## src/r2fft_pkg.sv

```systemverilog
package r2fft_pkg;

  localparam int FRAME_LOG  = 6;
  localparam int FRAME_SIZE = 1 << FRAME_LOG;
  localparam int HALF       = FRAME_SIZE / 2;
  localparam int TW_BITS    = 16;
  localparam int DATA_W     = 24;
  localparam int SMP_W      = 16;
  localparam int BIN_W      = 6;
  localparam int VAL_W      = 43;
  localparam int PWR_W      = 48;
  localparam int PROD_W     = DATA_W + TW_BITS;
  localparam int STG_W      = $clog2(FRAME_LOG);

  localparam logic [VAL_W-1:0] VALUE_MAX = {VAL_W{1'b1}};

  // One sample on its way to the store
  typedef struct packed {
    logic [FRAME_LOG-1:0]    addr;
    logic signed [SMP_W-1:0] smp;
    logic                    last;
  } load_item_t;

  typedef logic signed [TW_BITS-1:0] tw_t;

  typedef struct packed {
    tw_t c;
    tw_t s;
  } tw_pair_t;

  typedef enum logic [9:0] {
    S_LOAD = 10'b0000000001,
    S_RD   = 10'b0000000010,
    S_MUL  = 10'b0000000100,
    S_WR0  = 10'b0000001000,
    S_WR1  = 10'b0000010000,
    S_ERD  = 10'b0000100000,
    S_ESQ  = 10'b0001000000,
    S_ESUM = 10'b0010000000,
    S_SQRT = 10'b0100000000,
    S_OUT  = 10'b1000000000
  } back_state_e;

  // sin(k*pi/32) in Q1.15 for k = 0..16, capped at full scale
  function automatic tw_t quarter_sin(input logic [FRAME_LOG-2:0] k);
    tw_t v;
    case (k)
      5'd0:    v = 16'sd0;
      5'd1:    v = 16'sd3212;
      5'd2:    v = 16'sd6393;
      5'd3:    v = 16'sd9512;
      5'd4:    v = 16'sd12540;
      5'd5:    v = 16'sd15447;
      5'd6:    v = 16'sd18205;
      5'd7:    v = 16'sd20788;
      5'd8:    v = 16'sd23170;
      5'd9:    v = 16'sd25330;
      5'd10:   v = 16'sd27246;
      5'd11:   v = 16'sd28899;
      5'd12:   v = 16'sd30274;
      5'd13:   v = 16'sd31357;
      5'd14:   v = 16'sd32138;
      5'd15:   v = 16'sd32610;
      default: v = 16'sd32767;
    endcase
    return v;
  endfunction

  // cos and +sin of 2*pi*t/FRAME_SIZE
  function automatic tw_pair_t twiddle(input logic [FRAME_LOG-2:0] t);
    tw_pair_t p;
    if (t < (FRAME_LOG-1)'(FRAME_SIZE / 4)) begin
      p.c = quarter_sin((FRAME_LOG-1)'(FRAME_SIZE / 4) - t);
      p.s = quarter_sin(t);
    end else begin
      p.c = -quarter_sin(t - (FRAME_LOG-1)'(FRAME_SIZE / 4));
      p.s = quarter_sin((FRAME_LOG-1)'(0) - t);
    end
    return p;
  endfunction

endpackage

```

## src/r2fft_fifo.sv

```systemverilog
module r2fft_fifo
  import r2fft_pkg::*;
(
  input  logic       clk_i,
  input  logic       rst_ni,
  input  logic       push_i,
  input  load_item_t item_i,
  output logic       full_o,
  output logic       valid_o,
  output load_item_t item_o,
  input  logic       pop_i
);

  load_item_t    slot_q [2];
  logic          wr_q, rd_q;
  logic [1:0]    cnt_q;

  assign full_o  = (cnt_q == 2'd2);
  assign valid_o = (cnt_q != 2'd0);
  assign item_o  = slot_q[rd_q];

  // hold payload in the slot
  always_ff @(posedge clk_i) begin
    if (push_i) begin
      slot_q[wr_q] <= item_i;
    end
  end

  // advance pointers and count
  always_ff @(posedge clk_i or negedge rst_ni) begin
    if (!rst_ni) begin
      wr_q  <= 1'b0;
      rd_q  <= 1'b0;
      cnt_q <= 2'd0;
    end else begin
      if (push_i) wr_q <= !wr_q;
      if (pop_i) rd_q <= !rd_q;
      cnt_q <= cnt_q + {1'b0, push_i} - {1'b0, pop_i};
    end
  end

endmodule

```

## config.mk

```make
export PLATFORM = sky130hd
export DESIGN_NAME = r2fft_fifo
export DESIGN_NICKNAME = d
export VERILOG_FILES = /design/src/r2fft_pkg.sv /design/src/r2fft_fifo.sv
export SDC_FILE = /design/constraint.sdc
export NUM_CORES = 1
export LEC_CHECK = 0
export ABC_AREA = 0
export BUFFER_PORTS_ARGS = -buffer_cell sky130_fd_sc_hd__buf_2
export CORE_ASPECT_RATIO = 0.75
export CORE_UTILIZATION = 35
export CTS_CLUSTER_SIZE = 12
export DETAILED_ROUTE_END_ITERATION = 8
export PLACE_DENSITY = 0.67
export SLEW_MARGIN = 20
export SYNTH_ARGS = -nofsm -noshare
export SYNTH_HDL_FRONTEND = slang
export SYNTH_SLANG_ARGS = --single-unit
export TNS_END_PERCENT = 50
```

## constraint.sdc

```tcl
create_clock -name clk_i -period 4.08 [get_ports clk_i]
set_input_delay 0.816 -clock clk_i [delete_from_list [all_inputs] [get_ports clk_i]]
set_output_delay 0.816 -clock clk_i [all_outputs]
set_load 0.02 [all_outputs]
```

; ---- After elaboration in Yosys (flattened, before gate mapping)
; Memory sizes are Yosys's and may differ from the RTL's.
; Cells that the tools add are included.
[op_classes]
add_sub_neg = 2
n_reduce_logical = 3
muxes = 2
n_eq_ne = 1
[op_table]
columns = cell, n
row1 = adder 2 x 1 -> 2 bit, 1
row2 = "equality test 2 bit, second input constant", 1
row3 = zero test 1 bit, 2
row4 = 2-to-1 mux 1 bit, 2
row5 = nonzero test 2 bit, 1
row6 = subtractor 2 x 1 -> 2 bit, 1
[word_totals]
out_inout_bits = 25
mem_count = 1
input_bits = 27
mem_bits_rw = 46
regBits = 4
[mem_list]
columns = memory, depth, width, rd, rd_ports_with_merged_regs, wr, line
row1 = slot_q, 2, 23, 1, 0, 1, r2fft_fifo.sv:14  ; load_item_t slot_q [2];

; ---- Longest topological paths before layout
[depth]
ltp_word = 2
ltp_mapped = 5
ltp_nobuf = 5

; ---- Least setup slack after synthesis
; Ideal clock, no wire load.
[synth_timing]
path_kind = input port to flip-flop
from = input port push_i
to = memory slot_q[0][0] (netlist bit), enable pin
path_buffers = 0
arrival_time_ps = 1879
required_ps = 3675
setup_ps = 405
path_stages = 1
path_slack_ps = 1795
path_cell_list = nor2b_1
[synth_between]
elab_chain_cells = 2
[synth_lines]
columns = item, line
row1 = from (decl), r2fft_fifo.sv:6  ; input logic push_i,
row2 = 2-to-1 mux 1 bit, r2fft_fifo.sv:24  ; if (push_i) begin
row3 = 2-to-1 mux 1 bit (not written as such), r2fft_fifo.sv:25  ; slot_q[wr_q] <= item_i;
row4 = to (decl), r2fft_fifo.sv:14
; Every way passes these cells.

==> flow_summary.toml <==
[sta]
slew_viol_final = 0
tightest_slew_ps = 726
setup_viol = 0
rsz0062_at_grt = "no"
min_period_over_period_pct = 68.6
skew_ps = 4.16
max_slew_margin_pct = 51.6
holdWs_ps = 321
period_minus_slack_ps = 2800
totalNegativeSetupSlack_ps = 0
hold_viol_final = 0
max_freq_mhz = 357

[synth]
ys_ff_latch = 50
synthTopCellsByArea = "edfxtp_1 (70%), mux2_4 (15%), dfrtp_1 (5.1%), mux2_2 (2.3%), buf_12 (2.0%)"
synth_cells = 87
synth_edf_count = 46
synth_top_area_share_pct = 70.4
syn-num-nets = 116
synthDistinctLibCells = 13
synth-main-ff-cell = "edfxtp_1"
yosys.area.top_type = "edfxtp_1"
ys_seq_area_share_pct = 75.5
syn_area_um2 = 1960
synth_commonest_cells = "edfxtp_1 (46), mux2_4 (19), dfrtp_1 (4), mux2_2 (4)"
ys.warnings.count = 0
synth_area_per_cell_um2 = 22.6
synthArstFlopShare_pct = 8.00
yosysMostFrequentCell = "edfxtp_1"

[floorplanning]
rows = 23
initial_core_util_pct = 36.5
die_x_um = 88.5
core_um2 = 5380
chipHeight_um = 66.8
dieArea_um2 = 5910
io_pins = 52

[clock_network]
ctsResizeCount = 0
clk_latency_ps = 290
postCtsSetupRepairBufs = 0
ctsHoldBuffers = 0
clk_pin_slew_ps = 80
root_buffer = "clkbuf_8"
clockBufferDepth = 2
tritoncts = "done"
cts-htree-levels = 2
cts.sinks = 50
numCtsBuffers = 5

[finish]
utilization_pct = 43.8
n_antenna_cell = 0
drive_gt1_share_pct = 57.6
final_area_um2 = 2360
finalNonFillerCells = 219
area_growth_syn_to_layout_pct = 20.1
fin_nets = 172

[global_routing]
grt.overflow.total = 0
track_usage_pct = 11.6
grt_pass1_vias = 988
antenna_found_initial = 0
grt_pass1_wl_um = 4800
grt_max_degree = 24

[placement]
gp_congestion = 0.622
hpwl_um = 2120
placed_cells = 211
placed_area_um2 = 2270
portBuffers = 51

[power]
pwr-share-clk_pct = 16.2
intPower_w = 0.00108
comb_power_share_pct = 36.5
leakage_nw = 0.961
swShare_pct = 32.3
switching_power_w = 0.000513
vdd_drop_max_v = 0.000310
sequentialPowerShare_pct = 47.3
powerDensity_nw_per_um2 = 675

[status]
status = "completed"

[detailed_routing]
drc = 0
via_count = 945
antenna_left = 0
routed_via_density = 4.32
first_pass_iters = 4
wl_um = 3080
avgRoutedWirePerCell_um = 14.0
drt_iter0_markers = 34

[setup_path]
end_kind = "output pin"
rrSetupSlack_ps = 2690
reg2reg_to = "cnt_q[1]"
crit_path_start_kind = "flop"
cp.arrival_ps = 1980
startpoint = "rd_q"
r2r-start = "cnt_q[0]"
path_max_fanout = 13
r2r_cells = 5
worstSetupPathType = "reg -> out"
cp_data_required_time_ps = 3260

[worst_hold_path]
hp-class = "in -> async"

[job]
maxCapViolations = 0
power by group through the flow:
| stage | combinational [W] | clock, W | sequential, W |
|---|---|---|---|
| floorplan | 0.000502 | 0 | 0.000723 |
| finish | 0.000580 | 0.000257 | 0.000752 |
| CTS | 0.000589 | 0.000272 | 0.000756 |
| global placement | 0.000575 | 0 | 0.000759 |
| detailed placement | 0.000586 | 0 | 0.000766 |
| global route | 0.000621 | 0.000293 | 0.000767 |
layout make-up:
class / count / area (um^2)
fill: 506 / 3030
sequential: 50 / 1480
timing repair buffer: 52 / 263
tap: 75 / 93.8
clock inverter: 3 / 11.3
multi-input combinational: 32 / 430
inverter: 2 / 7.51
clock buffer: 5 / 68.8
critical path, stage by stage, from the launching register on:
cell	delay (ps)
dfrtp_1	820
buf_4	360
mux2_2	360
buf_2	160
stage by stage:
stage | setup WS (ps) | power [W]
3_5_place_dp | 1570 | 0.00135
4_1_cts | 1230 | 0.00162
3_3_place_gp | 1600 | 0.00133
2_1_floorplan | 1800 | 0.00122
5_1_grt | 1150 | 0.00168
6_report | 1280 | 0.00159
flip-flops by register name, indices dropped and copies added (netlist names):
| register | cells |
|---|---|
| wr_q | 1 |
| slot_q | 46 |
| cnt_q | 2 |
| rd_q | 1 |
metal layers:
layer | part of all wire [%] | up-vias | track usage [%]
li1 | - | 442 | -
met4 | 1.1 | 0 | 4.84
met5 | 0 | - | 0
met2 | 44 | 45 | 17.5
met3 | 8.9 | 5 | 5.33
met1 | 46 | 453 | 14.5
kinds of logic after synthesis:
logic type	synth area share, %
AND/OR/NAND/NOR	1.28
multiplexers	16.8
flip-flops	75.5
buffers and inverters	3.00
adder cells (fa/ha/maj)	1.28
XOR/XNOR	2.10
how the worst max path moves through the flow:
stage	to	cells past startpoint
after global placement	item_o[22]	3
after floorplan	slot_q[0][0]	1
after CTS	item_o[22]	3
after detailed placement	item_o[22]	3
after global routing	item_o[22]	3
final	item_o[22]	3
layout by cell type, fill, tap and decap left out:
cell      instances
buf_2            51
edfxtp_1         46
mux2_4           19
clkbuf_8          5
mux2_2            4
dfrtp_1           4
clkinv_1          3
inv_1             2
xor2_1            2
ha_1              2
xor3_1            1
nor2b_4           1
or2_2             1
nor2b_1           1
and2_2            1
buf_4             1
(Power assumes the default switching activity.)
