==> src/r2fft_pkg.sv <==
package r2fft_pkg;

  localparam int FRAME_LOG  = 6;
  localparam int FRAME_SIZE = 1 << FRAME_LOG;
  localparam int HALF       = FRAME_SIZE / 2;
  localparam int TW_BITS    = 16;
  localparam int DATA_W     = 24;
  localparam int SMP_W      = 16;
  localparam int BIN_W      = 6;
  localparam int VAL_W      = 43;
  localparam int PWR_W      = 48;
  localparam int PROD_W     = DATA_W + TW_BITS;
  localparam int STG_W      = $clog2(FRAME_LOG);

  localparam logic [VAL_W-1:0] VALUE_MAX = {VAL_W{1'b1}};

  // One sample on its way to the store
  typedef struct packed {
    logic [FRAME_LOG-1:0]    addr;
    logic signed [SMP_W-1:0] smp;
    logic                    last;
  } load_item_t;

  typedef logic signed [TW_BITS-1:0] tw_t;

  typedef struct packed {
    tw_t c;
    tw_t s;
  } tw_pair_t;

  typedef enum logic [9:0] {
    S_LOAD = 10'b0000000001,
    S_RD   = 10'b0000000010,
    S_MUL  = 10'b0000000100,
    S_WR0  = 10'b0000001000,
    S_WR1  = 10'b0000010000,
    S_ERD  = 10'b0000100000,
    S_ESQ  = 10'b0001000000,
    S_ESUM = 10'b0010000000,
    S_SQRT = 10'b0100000000,
    S_OUT  = 10'b1000000000
  } back_state_e;

  // sin(k*pi/32) in Q1.15 for k = 0..16, capped at full scale
  function automatic tw_t quarter_sin(input logic [FRAME_LOG-2:0] k);
    tw_t v;
    case (k)
      5'd0:    v = 16'sd0;
      5'd1:    v = 16'sd3212;
      5'd2:    v = 16'sd6393;
      5'd3:    v = 16'sd9512;
      5'd4:    v = 16'sd12540;
      5'd5:    v = 16'sd15447;
      5'd6:    v = 16'sd18205;
      5'd7:    v = 16'sd20788;
      5'd8:    v = 16'sd23170;
      5'd9:    v = 16'sd25330;
      5'd10:   v = 16'sd27246;
      5'd11:   v = 16'sd28899;
      5'd12:   v = 16'sd30274;
      5'd13:   v = 16'sd31357;
      5'd14:   v = 16'sd32138;
      5'd15:   v = 16'sd32610;
      default: v = 16'sd32767;
    endcase
    return v;
  endfunction

  // cos and +sin of 2*pi*t/FRAME_SIZE
  function automatic tw_pair_t twiddle(input logic [FRAME_LOG-2:0] t);
    tw_pair_t p;
    if (t < (FRAME_LOG-1)'(FRAME_SIZE / 4)) begin
      p.c = quarter_sin((FRAME_LOG-1)'(FRAME_SIZE / 4) - t);
      p.s = quarter_sin(t);
    end else begin
      p.c = -quarter_sin(t - (FRAME_LOG-1)'(FRAME_SIZE / 4));
      p.s = quarter_sin((FRAME_LOG-1)'(0) - t);
    end
    return p;
  endfunction

endpackage

==> src/r2fft_front.sv <==
module r2fft_front
  import r2fft_pkg::*;
(
  input  logic                    clk_i,
  input  logic                    rst_ni,
  input  logic                    in_valid_i,
  output logic                    in_ready_o,
  input  logic signed [SMP_W-1:0] sample_i,
  output logic                    push_o,
  output load_item_t              item_o,
  input  logic                    full_i
);

  logic [FRAME_LOG-1:0] count_q, count_d;
  logic [FRAME_LOG-1:0] rev;

  assign in_ready_o = !full_i;
  assign push_o     = in_valid_i && !full_i;

  // bit-reverse the frame position
  always_comb begin
    for (int i = 0; i < FRAME_LOG; i++) begin
      rev[i] = count_q[FRAME_LOG-1-i];
    end
  end

  assign item_o.addr = rev;
  assign item_o.smp  = sample_i;
  assign item_o.last = (count_q == (FRAME_LOG)'(FRAME_SIZE - 1));

  // advance the frame position on each item
  assign count_d = push_o ? count_q + 1'b1 : count_q;

  always_ff @(posedge clk_i or negedge rst_ni) begin
    if (!rst_ni) begin
      count_q <= '0;
    end else begin
      count_q <= count_d;
    end
  end

endmodule

==> config.mk <==
export PLATFORM = sky130hd
export DESIGN_NAME = r2fft_front
export DESIGN_NICKNAME = d
export VERILOG_FILES = /design/src/r2fft_pkg.sv /design/src/r2fft_front.sv
export SDC_FILE = /design/constraint.sdc
export NUM_CORES = 1
export LEC_CHECK = 0
export ABC_AREA = 1
export BUFFER_PORTS_ARGS = -buffer_cell sky130_fd_sc_hd__buf_4
export CORE_AREA = 5 5 42 44
export DETAILED_ROUTE_END_ITERATION = 8
export DIE_AREA = 0 0 47 49
export PLACE_DENSITY = 0.78
export SETUP_SLACK_MARGIN = 0.02
export SLEW_MARGIN = 20
export SYNTH_ARGS = -nofsm -noshare
export SYNTH_HDL_FRONTEND = slang
export SYNTH_SLANG_ARGS = --single-unit
export TNS_END_PERCENT = 10
==> constraint.sdc <==
create_clock -name clk_i -period 1.2 [get_ports clk_i]
set_input_delay 0.18 -clock clk_i [delete_from_list [all_inputs] [get_ports clk_i]]
set_output_delay 0.18 -clock clk_i [all_outputs]
set_load 0.05 [all_outputs]
### After elaboration in Yosys (flattened, before gate mapping)

Cells that the tools add are included.

* eq/ne operators: 1
* reduce and logical (&&, ||, !) cells: 2
* $add $sub $neg: 1

Operator list (number)
* 6-bit by 1-bit adder with 6-bit output, second input constant: 1
* 6-bit == test, second input constant: 1
* 1-bit logical AND: 1
* 1-bit logical NOT: 1

* output and inout bits: 25
* word-level logic and storage cells: 5
* flip-flop bits (word level): 6
* input port bits: 20

### Depth between registers and ports, before layout

Gate-level depths: netlist of run 1.

* depth in word-level cells: 2
* gate-level depth with buffers: 6
* depth with buffers taken out: 6

### Least setup slack after synthesis of run 1

No wires, ideal clock.

* path kind: register to output
* start: reg count_q[0]
* end: out item_o[0] (netlist name)
* path buffers: 0
* cell stages (with the launch flop): 4
* setup slack: -1.067 ns
* arrival: 2.087 ns
* data required time: 1.020 ns
* path through: dfrtp_1 -> ha_1 -> nand2_1 -> nor3_1

RTL lines
* from (decl): RTL line r2fft_front.sv:14 `logic [FRAME_LOG-1:0] count_q, count_d;`
* from (signal assigned): RTL line r2fft_front.sv:38 `count_q <= count_d;`
* to (decl): RTL line r2fft_front.sv:10 `output load_item_t item_o,`

==> results of run 1 <==
## logic make-up (layout without fill, tap and decap cells)
group / after synthesis / after routing / synth area share (%)
AO/OA/AOI/OAI: 2 / 2 / 2.35
adder cells (fa/ha/maj): 1 / 1 / 2.93
XOR/XNOR: 2 / 2 / 4.11
buffers and inverters: 21 / 25 / 32.6
flip-flops: 6 / 6 / 35.2
AND/OR/NAND/NOR: 21 / 21 / 22.9
## layer usage
layer	vias to the layer above	routed length (um)
li1	156	-
met5	-	0
met3	4	162
met2	23	431
met4	0	5
met1	151	306
## power groups by stage
| stage | registers [uW] | logic [uW] | clock network [uW] |
|---|---|---|---|
| 2_1_floorplan | 636 | 343 | 0 |
| 3_3_place_gp | 370 | 683 | 0 |
| 3_5_place_dp | 376 | 693 | 0 |
| 4_1_cts | 374 | 733 | 211 |
| 5_1_grt | 386 | 771 | 225 |
| 6_report | 373 | 722 | 198 |
## metrics by stage
stage,std cells,hold slack [ns]
finish,73,0.243
floorplan,53,-0.116
global placement,67,-0.00923
CTS,73,0.236
global route,73,0.246
detailed placement,67,-0.00856
## timing repair
item | CTS | global route
gates resized for setup | 3 | 0
pin swaps | 3 | 0
hold endpoints to repair | 6 | 0
hold buffers | 1 | 0
endpoints found under the setup margin | 2 | 1
buffers inserted | 1 | 0
## worst max-delay path, stage by stage (launching register included)
cell,delay (ns)
dfrtp_2,0.38
ha_4,0.15
nand2_4,0.05
nor3_4,0.11
buf_6,0.18
## final cells by class
| cell class | count | area, um2 |
|---|---|---|
| multi-input cells | 26 | 169 |
| well taps | 16 | 20.0 |
| repair buffers | 16 | 134 |
| fillers | 155 | 877 |
| clock buffers | 4 | 26.3 |
| flip-flops and latches | 6 | 156 |
| inverters | 5 | 18.8 |
## worst max path at each step
stage,startpoint,to,slack [ns]
after floorplan,count_q[0],item_o[0],-0.28
after global placement,count_q[0],item_o[0],0.07
after detailed placement,count_q[0],item_o[0],0.06
after CTS,count_q[1],item_o[0],-0.11
after global routing,count_q[1],item_o[0],-0.14
final,count_q[1],item_o[0],-0.10
## cells in the final DEF (no fill, tap or decap), types with 2 or more instances in the layout
cell / instances
buf_4: 12
buf_6: 3
clkbuf_4: 3
dfrtp_2: 5
inv_1: 2
inv_2: 3
nand2_1: 12
nand2_4: 2
nand3_1: 3
o21ai_0: 2
xnor2_1: 2
==> reports/metrics.cfg, run 1 <==
[min_path]
holdPathEnd=count_q[1]
hold_start=in_valid_i
whs_path_depth=4
hold_class=in -> reg

[drt]
routedWlPerCell_um=12.4
drc=0
ant_nets=0
vias=334
via_per_inst=4.58
wl_um=906
drt_iter0_markers=4
drtPass1Iterations=4

[synth]
postSynthCellCount=53
avgSynthCellArea_um2=8.05
synth_cell_types=14
yosysSeqAreaShare_pct=35.2
synth_edf_count=0
synth_commonest_cells=buf_4, nand2_1, dfrtp_1, inv_2, nand3_1
yosysWarnings=0
async_reset_ff_share_pct=100
synth.most_common_cell=buf_4
synth.top_cells.by_area=dfrtp_1, buf_4, nand2_1
yosysTopAreaCellShare_pct=35.2
synth_area_um2=427
ys.flop_type=dfrtp_1
syn_nets=74
synth_seq_cells=6
synth_largest_area_cell=dfrtp_1

[timing]
hold_viol_final=0
tns_ns=-0.101
fmax_mhz=768
finalCritPeriodShare_pct=108
fin_crit_ns=1.30
rsz0062_at_grt=yes
fin_ws_ns=-0.101
tightest_slew_ns=0.168
clock_skew_ns=0.00681
slew_viol_final=0
slew_headroom_pct=88.7
setup_viol=1

[place]
place_ws_ns=0.0632
gp_congestion=0.696
post_dp_cell_area_um2=469
port_buffers=12
detailed_place_hpwl_um=727

[pwr]
p_sw_share_pct=46.4
pwr-share-seq_pct=28.8
power.share.clock_pct=15.3
p_sw_uw=599
comb_power_share_pct=55.9
p_leak_uw=0.000273
power.density_mw_per_mm2=2470
internal-power_uw=694
finalPower_uw=1290
ir_drop_mv=0.728

[layout]
largest_reg_flops=6
reg_top3=count_q x6
nNetsFinal=79
top_register=count_q
final_cell_area_um2=524
drive_gt1_share_pct=54.4
utilization_pct=37.4
antennaDiodeCount=0
area_delta_synth_final_pct=22.9

[grt]
use_met1_pct=9.60
grt_usage_pct=9.06
use_met3_pct=7.01
top_usage_layer=met2
grt_overflow=0
grt_pass1_vias=332
grt_first_pass_wirelength_mm=1.46
antenna_found_initial=0
grt_max_degree=8
use_met2_pct=12.0

[flow_run]
maxCapViolCount=0

[critical_path]
rrSetupSlack_ns=0.11
path_class=reg -> out
timing.rr.end=count_q[4]
arrival_ns=1.12
reg2reg_depth=7
start_kind=flip-flop
cp_max_fo=2
cp_data_required_time_ns=1.02
r2r-start=count_q[1]
critical_path.endpoint_type=output pin

[floorplanning]
ios=45
rows=14
dieArea_mm2=0.00230
die_x_um=47
die-height_um=49
coreArea_mm2=0.00140
initial_utilization_pct=30.4

[clocking]
cts-root-buf=clkbuf_4
cts_tree=yes
numCtsBuffers=3
cts_max_path_buffers=2
cts.sinks=6
clkTransAtPathRegs_ns=0.05
worst_skew_pair.late_latency_ns=0.24
cts-htree-levels=1

[outcome]
status=complete, but fails checks
violations=setup timing

No activity file was read; power rests on OpenSTA's default activity.
==> run 2: changes to the inputs <==
--- a/config.mk
+++ b/config.mk
@@ -10,7 +10,7 @@
 export CORE_AREA = 5 5 42 44
 export DETAILED_ROUTE_END_ITERATION = 8
 export DIE_AREA = 0 0 47 49
-export PLACE_DENSITY = 0.78
+export PLACE_DENSITY = 0.82
 export SETUP_SLACK_MARGIN = 0.02
 export SLEW_MARGIN = 20
 export SYNTH_ARGS = -nofsm -noshare
==> reports/metrics.cfg, run 2 (synthesis results as in run 1) <==
[drt]
vias=321  ; was 334
routedWlPerCell_um=11.8  ; was 12.4 um
drtPass1Iterations=4  ; unchanged
ant_nets=0  ; unchanged
drc=0  ; unchanged
via_per_inst=4.34  ; was 4.58
drt_iter0_markers=5  ; was 4
wl_um=872  ; was 906 um

[floorplanning]
die-height_um=49  ; unchanged
dieArea_mm2=0.00230  ; unchanged
coreArea_mm2=0.00140  ; unchanged
rows=14  ; unchanged
ios=45  ; unchanged
initial_utilization_pct=30.4  ; unchanged
die_x_um=47  ; unchanged

[grt]
grt_max_degree=8  ; unchanged
antenna_found_initial=0  ; unchanged
grt_overflow=0  ; unchanged
grt_usage_pct=7.63  ; was 9.06%
grt_first_pass_wirelength_mm=1.26  ; was 1.46 mm
grt_pass1_vias=323  ; was 332

[critical_path]
cp_data_required_time_ns=1.02  ; about the same
critical_path.endpoint_type=output pin  ; unchanged
start_kind=flip-flop  ; unchanged
arrival_ns=1.13  ; was 1.12 ns
path_class=reg -> out  ; unchanged
rrSetupSlack_ns=0.11  ; about the same
cp_max_fo=2  ; unchanged

[timing]
setup_viol=1  ; unchanged
clock_skew_ns=0.00671  ; was 0.00681 ns
fin_ws_ns=-0.114  ; was -0.101 ns
slew_headroom_pct=90.6  ; was 88.7%
fin_crit_ns=1.31  ; was 1.30 ns
hold_viol_final=0  ; unchanged
finalCritPeriodShare_pct=109  ; was 108%
tightest_slew_ns=0.140  ; was 0.168 ns
rsz0062_at_grt=yes  ; unchanged
slew_viol_final=0  ; unchanged
fmax_mhz=761  ; was 768 MHz

[layout]
antennaDiodeCount=0  ; unchanged
drive_gt1_share_pct=55.2  ; was 54.4%
layout_commonest_cell=buf_4
mostFrequentLayoutCells=buf_4, nand2_1, dfrtp_2  ; was nand2_1, buf_4, dfrtp_2
nNetsFinal=80  ; was 79
fillers=150  ; was 155
area_delta_synth_final_pct=24.6  ; was 22.9%
reg_top3=count_q x6  ; unchanged
instances_no_fill=74  ; was 73
top_register=count_q  ; unchanged
final_cell_area_um2=532  ; was 524 um2
largest_reg_flops=6  ; unchanged

[pwr]
power.density_mw_per_mm2=2490  ; was 2470 mW/mm2
finalPower_uw=1330  ; was 1290 uW
p_leak_uw=0.000278  ; was 0.000273 uW
ir_drop_mv=0.790  ; was 0.728 mV

[place]
dp_cells=66  ; was 67
gp_congestion=0.727  ; was 0.696
post_dp_cell_area_um2=462  ; was 469 um2
detailed_place_hpwl_um=671  ; was 727 um
place_ws_ns=0.0176  ; was 0.0632 ns
port_buffers=12  ; unchanged

[clocking]
cts_tree=yes  ; unchanged
clkTransAtPathRegs_ns=0.05  ; about the same
cts_max_path_buffers=2  ; unchanged
cts-root-buf=clkbuf_4  ; unchanged
worst_skew_pair.late_latency_ns=0.24  ; about the same
cts.sinks=6  ; unchanged
cts-htree-levels=1  ; unchanged
numCtsBuffers=3  ; unchanged

[min_path]
hold_class=in -> reg  ; unchanged

[outcome]
status=complete, but fails checks  ; unchanged
violations=setup timing  ; unchanged

[flow_run]
maxCapViolCount=0  ; unchanged

==> run 2: path summary, 6_finish.rpt <==
kind                            depth (start not counted)  startpoint          to
worst max-delay path                                    4  count_q[1]   item_o[0]
worst min-delay path                                    4  in_valid_i  count_q[1]
worst max register to register                          7  count_q[1]  count_q[4]
worst min register to register                          2  count_q[5]  count_q[5]
max in group asynchronous                               2      rst_ni  count_q[4]
min in group asynchronous                               2      rst_ni  count_q[2]
==> run 2: power breakdown <==
| part | internal [uW] | total [uW] | switching, uW |
|---|---|---|---|
| Combinational | 294 | 748 | 454 |
| Sequential | 289 | 373 | 84.0 |
| Clock | 126 | 205 | 78.7 |
==> run 2: worst max-delay path: stages, from the launching register on <==
cell     delay (ns)
dfrtp_2        0.38
ha_4           0.15
nand2_4        0.06
nor3_4         0.12
buf_6          0.18
==> run 2: routing by layer <==
layer | up-vias | global-route usage, % | wire [um]
li1 | 159 | - | -
met1 | 146 | 6.89 | 293
met2 | 16 | 12.4 | 436
met3 | 0 | 5.54 | 142
met4 | 0 | 3.23 | 0
met5 | - | 0 | 0
==> run 2: area by class of cell <==
cell class                      instances  area [um2]  share of cell area [%]
Tap cell                               16        20.0                    3.76
Sequential cell                         6         156                    29.4
Timing Repair Buffer                   17         141                    26.6
Multi-Input combinational cell         26         169                    31.8
Inverter                                5        18.8                    3.53
Clock buffer                            4        26.3                    4.94
==> run 2: through the flow <==
stage	utilization [%]	TNS, ns	hold slack (ns)
floorplan	-	-0.276	-0.116
global placement	32.9	0	-0.00888
detailed placement	32.9	0	-0.00544
CTS	37.9	-0.131	0.243
global route	37.9	-0.163	0.251
finish	37.9	-0.114	0.248
==> run 2: what timing repair did <==
item | 4_1_cts | 5_1_grt
pin swaps | 2 | 0
endpoints found under the hold margin | 6 | 0
buffers inserted | 3 | 0
hold buffers | 1 | 0
resized for setup | 3 | 0
setup endpoints to repair | 2 | 1
==> run 3: changes to the inputs <==
--- a/config.mk
+++ b/config.mk
@@ -11,7 +11,6 @@
 export DETAILED_ROUTE_END_ITERATION = 8
 export DIE_AREA = 0 0 47 49
 export PLACE_DENSITY = 0.82
-export SETUP_SLACK_MARGIN = 0.02
 export SLEW_MARGIN = 20
 export SYNTH_ARGS = -nofsm -noshare
 export SYNTH_HDL_FRONTEND = slang
==> constraint.sdc (replaced) <==
create_clock -name clk_i -period 1.7 [get_ports clk_i]
set_input_delay 0.255 -clock clk_i [delete_from_list [all_inputs] [get_ports clk_i]]
set_output_delay 0.255 -clock clk_i [all_outputs]
set_load 0.05 [all_outputs]
==> reports/metrics.cfg, run 3 (synthesis results as in run 1) <==
[floorplanning]
coreArea_mm2=0.00140  ; unchanged
dieArea_mm2=0.00230  ; unchanged
die-height_um=49  ; unchanged
rows=14  ; unchanged
die_x_um=47  ; unchanged
ios=45  ; unchanged
initial_utilization_pct=30.4  ; unchanged

[drt]
vias=296  ; was 321
wl_um=885  ; was 872 um
ant_nets=0  ; unchanged
dr.max_layer_used=met4  ; was met3
met2WireLength_um=438  ; was 436 um
routedWlPerCell_um=12.6  ; was 11.8 um
dr_wl_met3_um=153  ; was 142 um
drc=0  ; unchanged
drtPass1Iterations=3  ; was 4
via_per_inst=4.23  ; was 4.34
met1_length_um=290  ; was 293 um
drt_iter0_markers=10  ; was 5

[clocking]
cts_setup_buffers=0  ; was 3
cts_max_path_buffers=2  ; unchanged
cts_hold_buf=1  ; unchanged
cts_tree=yes  ; unchanged
cts.sinks=6  ; unchanged
worst_skew_pair.late_latency_ns=0.24  ; about the same
cts-htree-levels=1  ; unchanged
cts_resized=0  ; was 3
cts-root-buf=clkbuf_4  ; unchanged
clkTransAtPathRegs_ns=0.05  ; about the same
numCtsBuffers=3  ; unchanged

[critical_path]
arrival_ns=1.34  ; was 1.13 ns
path_class=reg -> out  ; unchanged
critical_path.endpoint_type=output pin  ; unchanged
cp_max_fo=4  ; was 2
cp_data_required_time_ns=1.44  ; was 1.02 ns
start_kind=flip-flop  ; unchanged
crit_start=count_q[1]  ; unchanged
r2r-start=count_q[1]  ; unchanged

[timing]
finalCritPeriodShare_pct=93.8
clock_skew_ns=0.00672  ; was 0.00671 ns
fin_crit_ns=1.60
hold_viol_final=0  ; unchanged
tns_ns=0  ; was -0.114 ns
slew_headroom_pct=88.7  ; was 90.6%
slew_viol_final=0  ; unchanged
fmax_mhz=627
tightest_slew_ns=0.167  ; was 0.140 ns
setup_viol=0  ; was 1
rsz0062_at_grt=no  ; was yes

[layout]
drive_gt1_share_pct=42.6  ; was 55.2%
reg_top3=count_q x6  ; unchanged
final_cell_area_um2=467  ; was 532 um2
antennaDiodeCount=0  ; unchanged
top_register=count_q  ; unchanged
nNetsFinal=76  ; was 80
mostFrequentLayoutCells=nand2_1, buf_4, dfrtp_1  ; was buf_4, nand2_1, dfrtp_2
area_delta_synth_final_pct=9.38  ; was 24.6%
largest_reg_flops=6  ; unchanged
layout_commonest_cell=nand2_1  ; was buf_4

[place]
detailed_place_hpwl_um=738  ; was 671 um
gp_congestion=0.745  ; was 0.727
port_buffers=12  ; unchanged
post_dp_cell_area_um2=430  ; was 462 um2

[outcome]
status=finished clean  ; was complete, but fails checks

[pwr]
power.density_mw_per_mm2=1730  ; was 2490 mW/mm2
ir_drop_mv=0.415  ; was 0.790 mV
p_leak_uw=0.000250  ; was 0.000278 uW

[grt]
grt_usage_pct=8.42  ; was 7.63%
grt_overflow=0  ; unchanged
grt_first_pass_wirelength_mm=1.36  ; was 1.26 mm
antenna_found_initial=0  ; unchanged
grt_max_degree=8  ; unchanged
grt_pass1_vias=320  ; was 323

[min_path]
hold_start=in_valid_i  ; unchanged
hold_class=in -> reg  ; unchanged

[flow_run]
maxCapViolCount=0  ; unchanged

==> run 3: cell count changes in the layout (fill, tap and decap cells not counted) <==
cell / previous run / this run
buf_6: 3 / 0
nand2_1: 12 / 13
dfrtp_1: 1 / 4
dfrtp_2: 5 / 2
ha_1: 0 / 1
ha_4: 1 / 0
buf_4: 13 / 12
nand2_4: 2 / 1
==> run 3: per-layer routing <==
metal  up-vias  global-route usage (%)
met5         -                       0
met4         0                    5.07
met3         2                    7.01
met2        15                    12.9
met1       131                    7.13
li1        148                       -
==> run 3: worst paths after layout <==
| kind | to | slack (ns) | depth (start not counted) |
|---|---|---|---|
| min in group asynchronous | count_q[4] | 0.36 | 2 |
| max | item_o[0] | 0.10 | 4 |
| min | count_q[1] | 0.32 | 4 |
| max reg2reg | count_q[4] | 0.60 | 6 |
| max in group asynchronous | count_q[1] | 1.22 | 2 |
| min reg2reg | count_q[0] | 0.51 | 1 |
==> run 3: layout make-up <==
class | count | area [um2]
fillers | 169 | 935
flip-flops and latches | 6 | 153
multi-input cells | 26 | 149
clock buffers | 4 | 26.3
repair buffers | 13 | 100
inverters | 5 | 18.8
well taps | 16 | 20.0
==> run 3: report_power, final <==
part	internal [uW]	total (uW)	leakage, uW	switching [uW]
sequential	199	258	0.0000749	59.4
combinational	128	412	0.000160	284
clock	88.8	138	0.0000150	49.4
==> run 3: through the flow <==
stage / util, % / worst slack, ns / total power [uW] / hold WS (ns) / instances
3_3_place_gp: 30.7 / 0.392 / 665 / 0.0654 / 65
4_1_cts: 33.3 / 0.0838 / 823 / 0.312 / 70
2_1_floorplan: - / 0.0552 / 646 / -0.0406 / 53
5_1_grt: 33.3 / 0.00520 / 863 / 0.314 / 70
6_report: 33.3 / 0.105 / 808 / 0.319 / 70
3_5_place_dp: 30.7 / 0.349 / 675 / 0.0683 / 65
==> run 3: critical path, stage by stage, from the launching register on <==
cell and delay, ns:
dfrtp_2 0.38, ha_1 0.18, nand2_1 0.12, nor3_4 0.19
buf_4 0.22
